**src/rtl/bijective_bwt_block_encoder_top_assert.svh**
```systemverilog
// Assertion macros for the bijective BWT block encoder.
`ifndef BIJECTIVE_BWT_BLOCK_ENCODER_TOP_ASSERT_SVH
`define BIJECTIVE_BWT_BLOCK_ENCODER_TOP_ASSERT_SVH
`ifndef SYNTH
`define BBWT_ASSERT_IMP(lbl, ante, cons) \
    lbl: assert property (@(posedge clk) disable iff (!rst_n) (ante) |-> (cons)) \
        else $error("bbwt assertion failed");
`define BBWT_ASSERT_NXT(lbl, ante, cons) \
    lbl: assert property (@(posedge clk) disable iff (!rst_n) (ante) |=> (cons)) \
        else $error("bbwt assertion failed");
`else
`define BBWT_ASSERT_IMP(lbl, ante, cons)
`define BBWT_ASSERT_NXT(lbl, ante, cons)
`endif
`endif

```
**src/rtl/bbwt_pkg.sv**
```systemverilog
// Shared constants, command codes and status types of the BWT encoder.
package bbwt_pkg;
    localparam int BlockSizeDef = 64;
    localparam int OpW = 5;

    localparam logic [OpW-1:0] OP_NONE      = 5'd0;
    localparam logic [OpW-1:0] OP_LOAD      = 5'd1;
    localparam logic [OpW-1:0] OP_D_START   = 5'd2;
    localparam logic [OpW-1:0] OP_D_READ    = 5'd3;
    localparam logic [OpW-1:0] OP_D_STEP    = 5'd4;
    localparam logic [OpW-1:0] OP_D_SEG     = 5'd5;
    localparam logic [OpW-1:0] OP_D_FILL    = 5'd6;
    localparam logic [OpW-1:0] OP_S_INIT    = 5'd7;
    localparam logic [OpW-1:0] OP_S_OUTER   = 5'd8;
    localparam logic [OpW-1:0] OP_S_READKEY = 5'd9;
    localparam logic [OpW-1:0] OP_S_READPOS = 5'd10;
    localparam logic [OpW-1:0] OP_S_INFO    = 5'd11;
    localparam logic [OpW-1:0] OP_S_READB   = 5'd12;
    localparam logic [OpW-1:0] OP_S_ADV     = 5'd13;
    localparam logic [OpW-1:0] OP_S_SHIFT   = 5'd14;
    localparam logic [OpW-1:0] OP_S_PLACE   = 5'd15;
    localparam logic [OpW-1:0] OP_O_START   = 5'd16;
    localparam logic [OpW-1:0] OP_O_READSO  = 5'd17;
    localparam logic [OpW-1:0] OP_O_READPOS = 5'd18;
    localparam logic [OpW-1:0] OP_O_READB   = 5'd19;
    localparam logic [OpW-1:0] OP_O_EMIT    = 5'd20;

    typedef struct packed {
        logic [OpW-1:0] op;
    } cmd_t;

    typedef struct packed {
        logic load_full;
        logic i_ge_n;
        logic j_lt_n;
        logic a_le_b;
        logic a_lt_b;
        logic a_ne_b;
        logic i_le_k;
        logic fill_last;
        logic j_zero;
        logic cnt_eq_lim;
        logic out_free;
        logic o_last;
    } stat_t;
endpackage

```
**src/rtl/bbwt_dp.sv**
```systemverilog
// Datapath: byte store, factor tables, sort order, counters and output register.
module bbwt_dp #(
    parameter int BLOCK_SIZE = bbwt_pkg::BlockSizeDef
) (
    input  logic          clk,
    input  logic          rst_n,
    input  bbwt_pkg::cmd_t cmd,
    output bbwt_pkg::stat_t st,
    input  logic [7:0]    in_byte,
    input  logic          out_ready,
    output logic          out_valid,
    output logic [7:0]    out_byte,
    output logic          out_last
);
    import bbwt_pkg::*;

    localparam int AW = $clog2(BLOCK_SIZE);
    localparam int CW = $clog2(BLOCK_SIZE + 1);
    localparam int LW = 2 * CW;

    logic [7:0]    byte_mem [BLOCK_SIZE];
    logic [AW-1:0] fs_mem   [BLOCK_SIZE];
    logic [CW-1:0] fl_mem   [BLOCK_SIZE];
    logic [AW-1:0] so_mem   [BLOCK_SIZE];

    logic [CW-1:0] n_reg, i_reg, j_reg, k_reg, p_reg, len_reg;
    logic [CW-1:0] la_reg, lb_reg, ra_reg, rb_reg;
    logic [AW-1:0] key_reg, sa_reg, sb_reg;
    logic [LW-1:0] cnt_reg, lim_reg;
    logic          out_valid_reg, out_last_reg;
    logic [7:0]    out_byte_reg;

    logic [7:0]    ba_q, bb_q;
    logic [AW-1:0] fsa_q, fsb_q, so_q;
    logic [CW-1:0] fla_q, flb_q;

    logic [AW-1:0] b_addr_a, b_addr_b, p_addr_a, p_addr_b, so_raddr, prev_pos;
    logic          b_ren, p_ren, so_ren;
    logic [CW-1:0] ra_inc, rb_inc;

    assign prev_pos = (key_reg == fsa_q) ? AW'(fsa_q + fla_q[AW-1:0] - 1'b1)
                                         : AW'(key_reg - 1'b1);
    assign ra_inc = CW'(ra_reg + 1'b1);
    assign rb_inc = CW'(rb_reg + 1'b1);

    always_comb
    begin
        b_ren = 1'b0;
        b_addr_a = '0;
        b_addr_b = '0;
        p_ren = 1'b0;
        p_addr_a = '0;
        p_addr_b = '0;
        so_ren = 1'b0;
        so_raddr = '0;
        case (cmd.op)
            OP_D_READ:
            begin
                b_ren = 1'b1;
                b_addr_a = k_reg[AW-1:0];
                b_addr_b = j_reg[AW-1:0];
            end
            OP_S_READB:
            begin
                b_ren = 1'b1;
                b_addr_a = AW'(sa_reg + ra_reg[AW-1:0]);
                b_addr_b = AW'(sb_reg + rb_reg[AW-1:0]);
            end
            OP_O_READB:
            begin
                b_ren = 1'b1;
                b_addr_a = prev_pos;
            end
            OP_S_READPOS:
            begin
                p_ren = 1'b1;
                p_addr_a = i_reg[AW-1:0];
                p_addr_b = so_q;
            end
            OP_O_READPOS:
            begin
                p_ren = 1'b1;
                p_addr_a = so_q;
            end
            OP_S_READKEY:
            begin
                so_ren = 1'b1;
                so_raddr = AW'(j_reg - 1'b1);
            end
            OP_O_READSO:
            begin
                so_ren = 1'b1;
                so_raddr = i_reg[AW-1:0];
            end
            default:
            begin
            end
        endcase
    end

    // memories: one write port, registered reads
    always_ff @(posedge clk)
    begin
        if (cmd.op == OP_LOAD)
            byte_mem[n_reg[AW-1:0]] <= in_byte;
        if (b_ren)
        begin
            ba_q <= byte_mem[b_addr_a];
            bb_q <= byte_mem[b_addr_b];
        end
        if (cmd.op == OP_D_FILL)
        begin
            fs_mem[p_reg[AW-1:0]] <= i_reg[AW-1:0];
            fl_mem[p_reg[AW-1:0]] <= len_reg;
        end
        if (p_ren)
        begin
            fsa_q <= fs_mem[p_addr_a];
            fla_q <= fl_mem[p_addr_a];
            fsb_q <= fs_mem[p_addr_b];
            flb_q <= fl_mem[p_addr_b];
        end
        if (cmd.op == OP_S_SHIFT)
            so_mem[j_reg[AW-1:0]] <= key_reg;
        else if (cmd.op == OP_S_PLACE)
            so_mem[j_reg[AW-1:0]] <= i_reg[AW-1:0];
        if (so_ren)
            so_q <= so_mem[so_raddr];
    end

    always_ff @(posedge clk or negedge rst_n)
    begin
        if (!rst_n)
        begin
            n_reg <= '0;
            i_reg <= '0;
            j_reg <= '0;
            k_reg <= '0;
            p_reg <= '0;
            len_reg <= '0;
            out_valid_reg <= 1'b0;
        end
        else
        begin
            if (cmd.op == OP_O_EMIT)
                out_valid_reg <= 1'b1;
            else if (out_ready)
                out_valid_reg <= 1'b0;
            case (cmd.op) inside
                OP_LOAD:
                begin
                    n_reg <= CW'(n_reg + 1'b1);
                    i_reg <= '0;
                end
                OP_D_START:
                begin
                    j_reg <= CW'(i_reg + 1'b1);
                    k_reg <= i_reg;
                end
                OP_D_STEP:
                begin
                    k_reg <= st.a_lt_b ? i_reg : CW'(k_reg + 1'b1);
                    j_reg <= CW'(j_reg + 1'b1);
                end
                OP_D_SEG:
                begin
                    p_reg <= i_reg;
                    len_reg <= CW'(j_reg - k_reg);
                end
                OP_D_FILL:
                begin
                    p_reg <= CW'(p_reg + 1'b1);
                    if (st.fill_last)
                        i_reg <= CW'(i_reg + len_reg);
                end
                OP_S_INIT, OP_O_START: i_reg <= '0;
                OP_S_OUTER: j_reg <= i_reg;
                OP_S_SHIFT: j_reg <= CW'(j_reg - 1'b1);
                OP_S_PLACE: i_reg <= CW'(i_reg + 1'b1);
                OP_O_EMIT:
                begin
                    i_reg <= CW'(i_reg + 1'b1);
                    if (st.o_last)
                        n_reg <= '0;
                end
                default:
                begin
                end
            endcase
        end
    end

    // payload registers
    always_ff @(posedge clk)
    begin
        case (cmd.op) inside
            OP_S_READPOS, OP_O_READPOS: key_reg <= so_q;
            OP_S_INFO:
            begin
                sa_reg <= fsa_q;
                la_reg <= fla_q;
                sb_reg <= fsb_q;
                lb_reg <= flb_q;
                ra_reg <= CW'(i_reg - CW'(fsa_q));
                rb_reg <= CW'(CW'(key_reg) - CW'(fsb_q));
                cnt_reg <= '0;
                lim_reg <= LW'(LW'(fla_q) * LW'(flb_q));
            end
            OP_S_ADV:
            begin
                ra_reg <= (ra_inc == la_reg) ? '0 : ra_inc;
                rb_reg <= (rb_inc == lb_reg) ? '0 : rb_inc;
                cnt_reg <= LW'(cnt_reg + 1'b1);
            end
            OP_O_EMIT:
            begin
                out_byte_reg <= ba_q;
                out_last_reg <= st.o_last;
            end
            default:
            begin
            end
        endcase
    end

    always_comb
    begin
        st.load_full  = (n_reg == CW'(BLOCK_SIZE - 1));
        st.i_ge_n     = (i_reg >= n_reg);
        st.j_lt_n     = (j_reg < n_reg);
        st.a_le_b     = (ba_q <= bb_q);
        st.a_lt_b     = (ba_q < bb_q);
        st.a_ne_b     = (ba_q != bb_q);
        st.i_le_k     = (i_reg <= k_reg);
        st.fill_last  = (CW'(p_reg + 1'b1) == CW'(i_reg + len_reg));
        st.j_zero     = (j_reg == '0);
        st.cnt_eq_lim = (cnt_reg == lim_reg);
        st.out_free   = !out_valid_reg || out_ready;
        st.o_last     = (CW'(i_reg + 1'b1) == n_reg);
    end

    assign out_valid = out_valid_reg;
    assign out_byte  = out_byte_reg;
    assign out_last  = out_last_reg;
endmodule

```
**src/rtl/bbwt_ctrl.sv**
```systemverilog
// Controller: sequences loading, factorization, rotation sort and output.
module bbwt_ctrl (
    input  logic            clk,
    input  logic            rst_n,
    input  logic            in_valid,
    input  logic            in_last,
    output logic            in_ready,
    input  bbwt_pkg::stat_t st,
    output bbwt_pkg::cmd_t  cmd
);
    import bbwt_pkg::*;

    localparam logic [4:0] ST_LOAD    = 5'd0;
    localparam logic [4:0] ST_D_OUTER = 5'd1;
    localparam logic [4:0] ST_D_RD    = 5'd2;
    localparam logic [4:0] ST_D_CMP   = 5'd3;
    localparam logic [4:0] ST_D_SEG   = 5'd4;
    localparam logic [4:0] ST_D_FILL  = 5'd5;
    localparam logic [4:0] ST_S_OUTER = 5'd6;
    localparam logic [4:0] ST_S_CHK   = 5'd7;
    localparam logic [4:0] ST_S_KEY   = 5'd8;
    localparam logic [4:0] ST_S_INFO  = 5'd9;
    localparam logic [4:0] ST_S_RD    = 5'd10;
    localparam logic [4:0] ST_S_BCMP  = 5'd11;
    localparam logic [4:0] ST_S_SHIFT = 5'd12;
    localparam logic [4:0] ST_S_PLACE = 5'd13;
    localparam logic [4:0] ST_O_RDSO  = 5'd14;
    localparam logic [4:0] ST_O_RDPOS = 5'd15;
    localparam logic [4:0] ST_O_RDB   = 5'd16;
    localparam logic [4:0] ST_O_EMIT  = 5'd17;

    logic [4:0] state_reg, state_next;

    assign in_ready = (state_reg == ST_LOAD);

    always_comb
    begin
        state_next = state_reg;
        cmd.op = OP_NONE;
        unique case (state_reg)
            ST_LOAD:
                if (in_valid)
                begin
                    cmd.op = OP_LOAD;
                    if (in_last || st.load_full)
                        state_next = ST_D_OUTER;
                end
            ST_D_OUTER:
                if (st.i_ge_n)
                begin
                    cmd.op = OP_S_INIT;
                    state_next = ST_S_OUTER;
                end
                else
                begin
                    cmd.op = OP_D_START;
                    state_next = ST_D_RD;
                end
            ST_D_RD:
                if (st.j_lt_n)
                begin
                    cmd.op = OP_D_READ;
                    state_next = ST_D_CMP;
                end
                else
                    state_next = ST_D_SEG;
            ST_D_CMP:
                if (st.a_le_b)
                begin
                    cmd.op = OP_D_STEP;
                    state_next = ST_D_RD;
                end
                else
                    state_next = ST_D_SEG;
            ST_D_SEG:
                if (st.i_le_k)
                begin
                    cmd.op = OP_D_SEG;
                    state_next = ST_D_FILL;
                end
                else
                    state_next = ST_D_OUTER;
            ST_D_FILL:
            begin
                cmd.op = OP_D_FILL;
                if (st.fill_last)
                    state_next = ST_D_SEG;
            end
            ST_S_OUTER:
                if (st.i_ge_n)
                begin
                    cmd.op = OP_O_START;
                    state_next = ST_O_RDSO;
                end
                else
                begin
                    cmd.op = OP_S_OUTER;
                    state_next = ST_S_CHK;
                end
            ST_S_CHK:
                if (st.j_zero)
                    state_next = ST_S_PLACE;
                else
                begin
                    cmd.op = OP_S_READKEY;
                    state_next = ST_S_KEY;
                end
            ST_S_KEY:
            begin
                cmd.op = OP_S_READPOS;
                state_next = ST_S_INFO;
            end
            ST_S_INFO:
            begin
                cmd.op = OP_S_INFO;
                state_next = ST_S_RD;
            end
            ST_S_RD:
                if (st.cnt_eq_lim)
                    state_next = ST_S_PLACE;
                else
                begin
                    cmd.op = OP_S_READB;
                    state_next = ST_S_BCMP;
                end
            ST_S_BCMP:
                if (st.a_ne_b)
                    state_next = st.a_lt_b ? ST_S_SHIFT : ST_S_PLACE;
                else
                begin
                    cmd.op = OP_S_ADV;
                    state_next = ST_S_RD;
                end
            ST_S_SHIFT:
            begin
                cmd.op = OP_S_SHIFT;
                state_next = ST_S_CHK;
            end
            ST_S_PLACE:
            begin
                cmd.op = OP_S_PLACE;
                state_next = ST_S_OUTER;
            end
            ST_O_RDSO:
            begin
                cmd.op = OP_O_READSO;
                state_next = ST_O_RDPOS;
            end
            ST_O_RDPOS:
            begin
                cmd.op = OP_O_READPOS;
                state_next = ST_O_RDB;
            end
            ST_O_RDB:
            begin
                cmd.op = OP_O_READB;
                state_next = ST_O_EMIT;
            end
            ST_O_EMIT:
                if (st.out_free)
                begin
                    cmd.op = OP_O_EMIT;
                    state_next = st.o_last ? ST_LOAD : ST_O_RDSO;
                end
            default:
                state_next = ST_LOAD;
        endcase
    end

    always_ff @(posedge clk or negedge rst_n)
    begin
        if (!rst_n)
            state_reg <= ST_LOAD;
        else
            state_reg <= state_next;
    end
endmodule

```
**src/rtl/bijective_bwt_block_encoder_top.sv**
```systemverilog
// Top level of the bijective BWT block encoder.
// Usage:
//  - Input stream (s_*): one byte per request; s_tlast marks the last byte of
//    a block. A block also closes by itself when it reaches BLOCK_SIZE bytes.
//  - Output stream (m_*): one transformed byte per block byte, in sorted
//    rotation order; m_tlast flags the final byte of the block.
//  - Loading accepts one byte per cycle while s_tvalid is high. After the last
//    byte the block is factorized by Duval's algorithm, then rotations are
//    insertion-sorted: each rotation compare reads at most la*lb bytes, so a
//    block of n bytes takes on the order of n*n compares in the worst case.
//    Output runs one byte at a time through the chain of registered reads
//    (sort order, factor table, byte store).
//  - s_tready is high only while a block is loading; the block works on one
//    block at a time. The last result sits in the output register while the
//    next block starts loading.
//  - If the receiver stalls, the byte in the output register holds and the
//    sequencer waits; no result is lost.
//  - Reset clears the fill count and the sequencer; the memories are not
//    cleared and only entries written in the current block are read.
module bijective_bwt_block_encoder_top #(
    parameter int BLOCK_SIZE = bbwt_pkg::BlockSizeDef
) (
    input  logic       clk,
    input  logic       rst_n,
    input  logic       s_tvalid,
    output logic       s_tready,
    input  logic [7:0] s_tdata,   // [7:0] data_byte
    input  logic       s_tlast,   // block_end
    output logic       m_tvalid,
    input  logic       m_tready,
    output logic [7:0] m_tdata,   // [7:0] out_byte
    output logic       m_tlast    // out_last
);
    import bbwt_pkg::*;

    cmd_t  cmd;
    stat_t st;

    bbwt_ctrl u_ctrl (
        .clk      (clk),
        .rst_n    (rst_n),
        .in_valid (s_tvalid),
        .in_last  (s_tlast),
        .in_ready (s_tready),
        .st       (st),
        .cmd      (cmd)
    );

    bbwt_dp #(
        .BLOCK_SIZE (BLOCK_SIZE)
    ) u_dp (
        .clk       (clk),
        .rst_n     (rst_n),
        .cmd       (cmd),
        .st        (st),
        .in_byte   (s_tdata),
        .out_ready (m_tready),
        .out_valid (m_tvalid),
        .out_byte  (m_tdata),
        .out_last  (m_tlast)
    );

`include "bijective_bwt_block_encoder_top_assert.svh"

    // processing never overlaps with taking input
    `BBWT_ASSERT_IMP(a_no_input_while_busy, (cmd.op != OP_LOAD) && (cmd.op != OP_NONE), !s_tready)
    // a result is only loaded when the output register can take it
    `BBWT_ASSERT_IMP(a_emit_into_free_slot, cmd.op == OP_O_EMIT, st.out_free)
    // after the final result the block is ready for the next one
    `BBWT_ASSERT_NXT(a_ready_after_last, (cmd.op == OP_O_EMIT) && st.o_last, s_tready && m_tvalid)
endmodule

```
**config.mk**
```make
export PLATFORM = sky130hd
export DESIGN_NAME = bijective_bwt_block_encoder_top
export DESIGN_NICKNAME = d
export VERILOG_FILES = /design/src/rtl/bbwt_pkg.sv /design/src/rtl/bbwt_dp.sv /design/src/rtl/bbwt_ctrl.sv /design/src/rtl/bijective_bwt_block_encoder_top.sv
export VERILOG_INCLUDE_DIRS = /design/src /design/src/rtl
export SDC_FILE = /design/constraint.sdc
export NUM_CORES = 2
export LEC_CHECK = 0
export ABC_AREA = 0
export BUFFER_PORTS_ARGS = -buffer_cell sky130_fd_sc_hd__buf_2
export CORE_UTILIZATION = 38
export CTS_BUF_LIST = sky130_fd_sc_hd__clkbuf_16
export DETAILED_ROUTE_END_ITERATION = 16
export GPL_TIMING_DRIVEN = 0
export SYNTH_ARGS = -nofsm -noshare
export SYNTH_HDL_FRONTEND = slang
export SYNTH_SLANG_ARGS = --single-unit
```
**constraint.sdc**
```tcl
create_clock -name clk -period 6 [get_ports clk]
set_clock_uncertainty 0.15 [all_clocks]
set_input_delay 1.8 -clock clk [delete_from_list [all_inputs] [get_ports clk]]
set_output_delay 1.8 -clock clk [all_outputs]
set_load 0.02 [all_outputs]
```
# Yosys cells after proc, flatten, opt, wreduce, memory -nomap -nowiden
# Memory sizes are Yosys's and may differ from the RTL's. A register that Yosys moved wholly into a read port is not among the register bits.
# Index checks and enable logic that the tools add are counted.
dict set report classes {
  n_bitwise 7
  n_mux 88
  n_eq_ne 63
  multipliers 1
  reduce_logical 27
  n_lt_le_gt_ge 5
  n_addsub 18
}
# operator count
set ops {}
lappend ops {{two-way mux 7 bit} 40}
lappend ops {{one-hot mux 5 bit (18 select lines)} 2}
lappend ops {{equality test 5 x 4 -> 1 bit, second input constant} 16}
lappend ops {{adder 7 x 1 -> 7 bit, second input constant} 7}
lappend ops {{equality test 5 x 3 -> 1 bit, second input constant} 8}
lappend ops {{one-hot mux 6 bit (2 select lines)} 3}
lappend ops {{equality test 5 bit, second input constant} 7}
lappend ops {{two-way mux 5 bit} 7}
lappend ops {{equality test 7 bit} 4}
lappend ops {{two-way mux 3 bit} 9}
lappend ops {{equality test 5 x 2 -> 1 bit, second input constant} 4}
lappend ops {{two-way mux 4 bit} 5}
lappend ops {{adder 6 bit} 3}
lappend ops {{two-way mux 6 bit} 3}
lappend ops {{inequality test 2 x 1 -> 1 bit, second input constant} 9}
lappend ops {{one-hot mux 6 bit (3 select lines)} 1}
lappend ops {{two-way mux 1 bit} 16}
lappend ops {{AND reduction 4 bit} 4}
lappend ops {{adder 14 x 1 -> 14 bit, second input constant} 1}
lappend ops {{equality test 14 bit} 1}
lappend ops {{multiplier 7 x 7 -> 14 bit} 1}
lappend ops {{two-way mux 14 bit} 1}
lappend ops {{nonzero test 2 bit} 6}
lappend ops {{subtractor 6 x 1 -> 6 bit, second input constant} 2}
lappend ops {{34 further kinds} 49}
dict set report totals {
  output_inout_bits 11
  mem_count 4
  reg_bits 131
  wordCells 232
  ramBits 1728
  in_bits 13
}
# memory depth width rd rd_clocked_by_memory_dff write_ports line
set mem_list {}
lappend mem_list {u_dp.byte_mem 64 8 2 2 1 bbwt_dp.sv:21} ;# logic [7:0] byte_mem [BLOCK_SIZE];
lappend mem_list {u_dp.fl_mem 64 7 2 2 1 bbwt_dp.sv:23} ;# logic [CW-1:0] fl_mem [BLOCK_SIZE];
lappend mem_list {u_dp.fs_mem 64 6 2 2 1 bbwt_dp.sv:22} ;# logic [AW-1:0] fs_mem [BLOCK_SIZE];
lappend mem_list {u_dp.so_mem 64 6 1 1 1 bbwt_dp.sv:24} ;# logic [AW-1:0] so_mem [BLOCK_SIZE];

# Longest topological paths before layout
dict set report logic_depth {
  word_depth 15
  mapped_depth 20
  mapped_depth_nobuf 19
}

# Cells and area by module
# A second synthesis with hierarchy kept.
dict set report unflattened {
  cells_unflattened 8164
  area_unflattened_um2 94722.1
}
# module cells_each area_each_um2 instances
set modules_own_cells {}
lappend modules_own_cells {bbwt_dp 8063 93993.9 1}
lappend modules_own_cells {bbwt_ctrl 101 728.2 1}

# Worst setup path after synthesis
# No wires, ideal clock.
dict set report synth_path {
  path_kind {reg-to-reg}
  startpoint {reg u_dp.i_reg[1]}
  endpoint {mem u_dp.so_mem[0][1] in the netlist's numbering, data pin}
  setup_time_ps 703
  arrival_time_ps 4131
  path_stages_with_launch 4
  setup_slack_ps 1017
  required_time_ps 5147
  path_buffers 1
  cell_sequence {dfrtp_1 -> clkbuf_1 -> inv_1 -> o21ai_0}
}
dict set report synth_via {
  elab_chain_cells 8
  elab_cells_between_ends 12
  classes_between {order compare: 2; eq/ne: 2; mux: 8}
}
# item line
set synth_rtl {}
lappend synth_rtl {{start, declared} bbwt_dp.sv:26} ;# logic [CW-1:0] n_reg, i_reg, j_reg, k_reg, p_reg, len_reg;
lappend synth_rtl {{start signal, assigned} bbwt_dp.sv:174} ;# i_reg <= CW'(i_reg + len_reg);
lappend synth_rtl {{start signal, assigned} bbwt_dp.sv:179} ;# OP_S_PLACE: i_reg <= CW'(i_reg + 1'b1);
lappend synth_rtl {{start signal, assigned} bbwt_dp.sv:182} ;# i_reg <= CW'(i_reg + 1'b1);
lappend synth_rtl {{less-or-equal comparator 7 bit / greater-or-equal comparator 7 bit (equally long branches)} {bbwt_dp.sv:234, bbwt_dp.sv:229}}
lappend synth_rtl {{two-way mux 3 bit, or another cell as far along} bbwt_ctrl.sv:76} ;# if (st.i_le_k)
lappend synth_rtl {{one-hot mux 5 bit (18 select lines)} bbwt_ctrl.sv:40} ;# unique case (state_reg)
lappend synth_rtl {{equality test 5 x 4 -> 1 bit} bbwt_dp.sv:125} ;# else if (cmd.op == OP_S_PLACE)
lappend synth_rtl {{two-way mux 1 bit} bbwt_dp.sv:125}
lappend synth_rtl {{two-way mux 1 bit} bbwt_dp.sv:123} ;# if (cmd.op == OP_S_SHIFT)
lappend synth_rtl {{two-way mux 1 bit (implied by the code)} bbwt_dp.sv:126} ;# so_mem[j_reg[AW-1:0]] <= i_reg[AW-1:0];
lappend synth_rtl {{two-way mux 6 bit (no line) (*)} n/a}
lappend synth_rtl {{end, declared} bbwt_dp.sv:24}
# Every way passes the cells marked *; elsewhere a longest branch is shown, timed or not.

# Worst setup path in the final report
dict set report layout_path {
  startpoint {reg u_dp.so_q[2] (read register of u_dp.so_mem)}
  endpoint {reg u_dp.fsb_q[3] (read register of u_dp.fs_mem), data pin}
}
dict set report layout_via {
  elab_chain_cells 1
}
# item line
set layout_rtl {}
lappend layout_rtl {{start, declared} bbwt_dp.sv:34} ;# logic [AW-1:0] fsa_q, fsb_q, so_q;
lappend layout_rtl {{two-way mux 6 bit} bbwt_dp.sv:56} ;# case (cmd.op)
lappend layout_rtl {{end, declared} bbwt_dp.sv:34}
# Every way passes these cells.
# A chain may end at the register's enable or synchronous reset.

==> out/qor.txt <==
Synth Register Bits: 1907
Lkg Pwr: 0.0375 uW
Detailed-route DRC error count: 0
Comb power frac: 0.278
Power Total: 41400 uW
Starting Density: 0.382
CTS tree: done
WL/cell: 37.6 um
Max-cap violations: 14
FF+latch area: 57100 um^2
Fmax: 158 MHz
Largest net degree at the start of global routing: 68
Switching Fraction: 0.364
Yosys cell types: 80
GRT Util Overall: 0.365
Share of the synthesized area in the top cell type: 0.600
Area leader, netlist: edfxtp_1
Clock Power Share: 0.315
Reg2reg start: u_dp.so_q[2]
Final min period: 6.31 ns
Critical-path top delay cell: clkbuf_1
Via count: 77900
Routed WL: 457 mm
Crit path launch type: register
Port-buffer cells: 23
Worst path required time: 6.43 ns
P_sw: 15100 uW
Critical Path End Type: register
Clock Root Buffer: clkbuf_16
WHS: 0.297 ns
Finish-stage setup viols: 19
CTS Buf Count: 211
Vias per inst: 6.41
Initial antenna violation count: 32
Pre-antenna DRT Iters: 9
P&R area growth vs syn: 14.8%
Global routing usage on met3: 0.0819
Multi-input gate area: 33800 um^2
Die Ht: 497 um
ANT nets after route: 0
Ys flop type: edfxtp_1
CP Class: register to register
FFs w/ async S/R, synth: 0.0252
Slew headroom: -0.209
Clock Sinks: 1907
Register area share after synthesis: 0.613
Die Span X: 497 um
Max FFs per register: 512
Share of layout cells above drive strength 1: 0.100
HPWL after detailed placement: 325 mm
Met1 GRT Util: 0.443
HP Class: register to register
Vias in the first global route: 73400
Pwr dens: 388 nW/um^2
Final Max Slew Viols: 105
H-tree Lvls: 4
Maximum VDD drop: 0.325 mV
WP buf/inv: 4
Boundary Pins: 24
Die area: 247000 um^2
Failing checks: max-capacitance violations, max-slew violations, negative setup slack
Hold_sp: u_dp.fla_q[4]
Clk_lat worst skew: 0.91 ns
Met2 Use GR: 0.549
CP top delay family: buffers and inverters
RSZ-0062 raised after global routing: true
Routability cong.: 1.08
Mapped Cells: 8400
Number of placement rows: 181
Final setup TNS: -1.75 ns
Count of final hold-check violations: 0
CTS Buffer Depth: 3
Int Pwr: 26300 uW
Largest cells by area after synthesis: edfxtp_1, nand2_1, nand3_1
Synthesized Nets: 8557
Netlist Area Pre-Place: 93000 um^2
Post-Layout Cell Count: 12100
Crit-path max cell delay: 1.07 ns
Dpl cells: 11700
Reg power frac: 0.407
Average cell area after synthesis: 11.1 um^2
Post-synth EDFFs: 1859
Worst-path clk slew: 0.06 ns
DRT iter0 DRCs: 12300
Area of the core: 243000 um^2
Busiest grt layer: met2
CP arrival: 6.74 ns
First-pass GRT wire length: 613 mm
Syn. warnings: 0
Final period utilization: 1.05
CTS Hold Buffers Added: 0
Global route overflow: 0
Fin nets: 8905
Status: finished, violations left
CP Cell Sequence: clkbuf_1, inv_1, nand2_1, clkbuf_1, clkbuf_1, o221ai_1, nand2_1, o21ai_0, o211ai_1, o21ai_0, o21ai_0
Setup crit start: u_dp.so_q[2]
Worst Slack Setup Final: -0.311 ns
CP max FO: 10
Fillers: 22800
Tightest Pin Transition: 1.81 ns
-- synthesized netlist by cell type (10+ instances only) --
cell type / count
a21o_1: 21
xor2_1: 65
nand3_1: 885
nor2_1: 302
and3_1: 194
inv_1: 118
o211ai_1: 50
nand4_1: 64
a211oi_1: 97
fa_1: 31
edfxtp_1: 1859
o22ai_1: 145
dfrtp_1: 48
a22oi_1: 14
a22o_1: 10
o21ai_0: 107
a221oi_1: 16
o31ai_1: 10
buf_2: 122
xnor2_1: 82
a32oi_1: 53
buf_4: 12
nand2b_1: 22
nor2b_1: 17
and2_1: 35
a311oi_1: 243
a221o_1: 15
nand2_1: 2244
o2111ai_1: 22
a2111oi_0: 46
ha_1: 113
a31oi_1: 159
o221ai_1: 19
clkbuf_1: 411
buf_1: 84
or2_2: 14
nor3_1: 13
o21ai_1: 10
mux2i_1: 280
a21oi_1: 161
mux4_2: 40
-- power by group through the flow --
| stage | Sequential, uW | Combinational [uW] | Clock (uW) |
|---|---|---|---|
| 2_1_floorplan | 16800 | 5870 | 0 |
| 3_3_place_gp | 17800 | 9990 | 0 |
| 3_5_place_dp | 17100 | 11000 | 0 |
| 4_1_cts | 16800 | 11000 | 13000 |
| 5_1_grt | 16900 | 11900 | 13500 |
| 6_report | 16900 | 11500 | 13000 |
-- placed cells by master (no fill, tap or decap), types with 159 or more instances in the layout --
cell type and count:
and3_1 194, clkbuf_16 212, nand3_1 882, mux2i_1 280
inv_1 160, clkbuf_1 351, a31oi_1 159, edfxtp_1 1859
a311oi_1 180, nand2_1 2243, nor2_1 243, a21oi_1 161
-- layer usage --
| layer | share of wire | up-vias |
|---|---|---|
| met5 | 0.00041 | - |
| met4 | 0.10 | 22 |
| met3 | 0.10 | 1426 |
| met2 | 0.44 | 5758 |
| met1 | 0.36 | 38700 |
| li1 | - | 31900 |
-- repair_timing --
| item | CTS | global route |
|---|---|---|
| pin swaps | 2 | 2 |
| resized for setup | 71 | 81 |
| buffers inserted | 0 | 3 |
| setup endpoints to repair | 29 | 32 |
-- area by class of cell --
| type | count | share of cell area |
|---|---|---|
| Clock inverter | 181 | 0.0145 |
| Sequential cell | 1907 | 0.535 |
| Clock buffer | 212 | 0.0497 |
| Buffer | 632 | 0.0258 |
| Inverter | 120 | 0.00422 |
| Antenna cell | 16 | 0.000375 |
| Timing Repair Buffer | 137 | 0.0163 |
| Multi-Input combinational cell | 5739 | 0.317 |
| Tap cell | 3202 | 0.0375 |
-- final timing paths --
path | to | slack (ns) | cells past startpoint
worst max-delay path | u_dp.fsb_q[3] | -0.31 | 11
worst min-delay path | u_dp.la_reg[4] | 0.30 | 0
worst max register to register | u_dp.fsb_q[3] | -0.31 | 11
worst min register to register | u_dp.la_reg[4] | 0.30 | 0
max in group asynchronous | u_dp.len_reg[2] | 4.19 | 1
min in group asynchronous | u_ctrl.state_reg[4] | 0.85 | 1
-- cell families after synthesis --
family                   synth area share
AND/OR/NAND/NOR                     0.179
flip-flops                          0.613
AO/OA/AOI/OAI                      0.0981
buffers and inverters              0.0330
multiplexers                       0.0409
XOR/XNOR                           0.0138
adder cells (fa/ha/maj)            0.0219
-- through the flow --
stage,util,setup slack (ns),cell area (um^2)
2_1_floorplan,-,1.02,93000
3_3_place_gp,0.399,-6.06,97100
3_5_place_dp,0.408,-1.03,99300
4_1_cts,0.438,0.000958,106000
5_1_grt,0.439,-0.0877,107000
6_report,0.439,-0.311,107000
(Power assumes the default switching activity.)
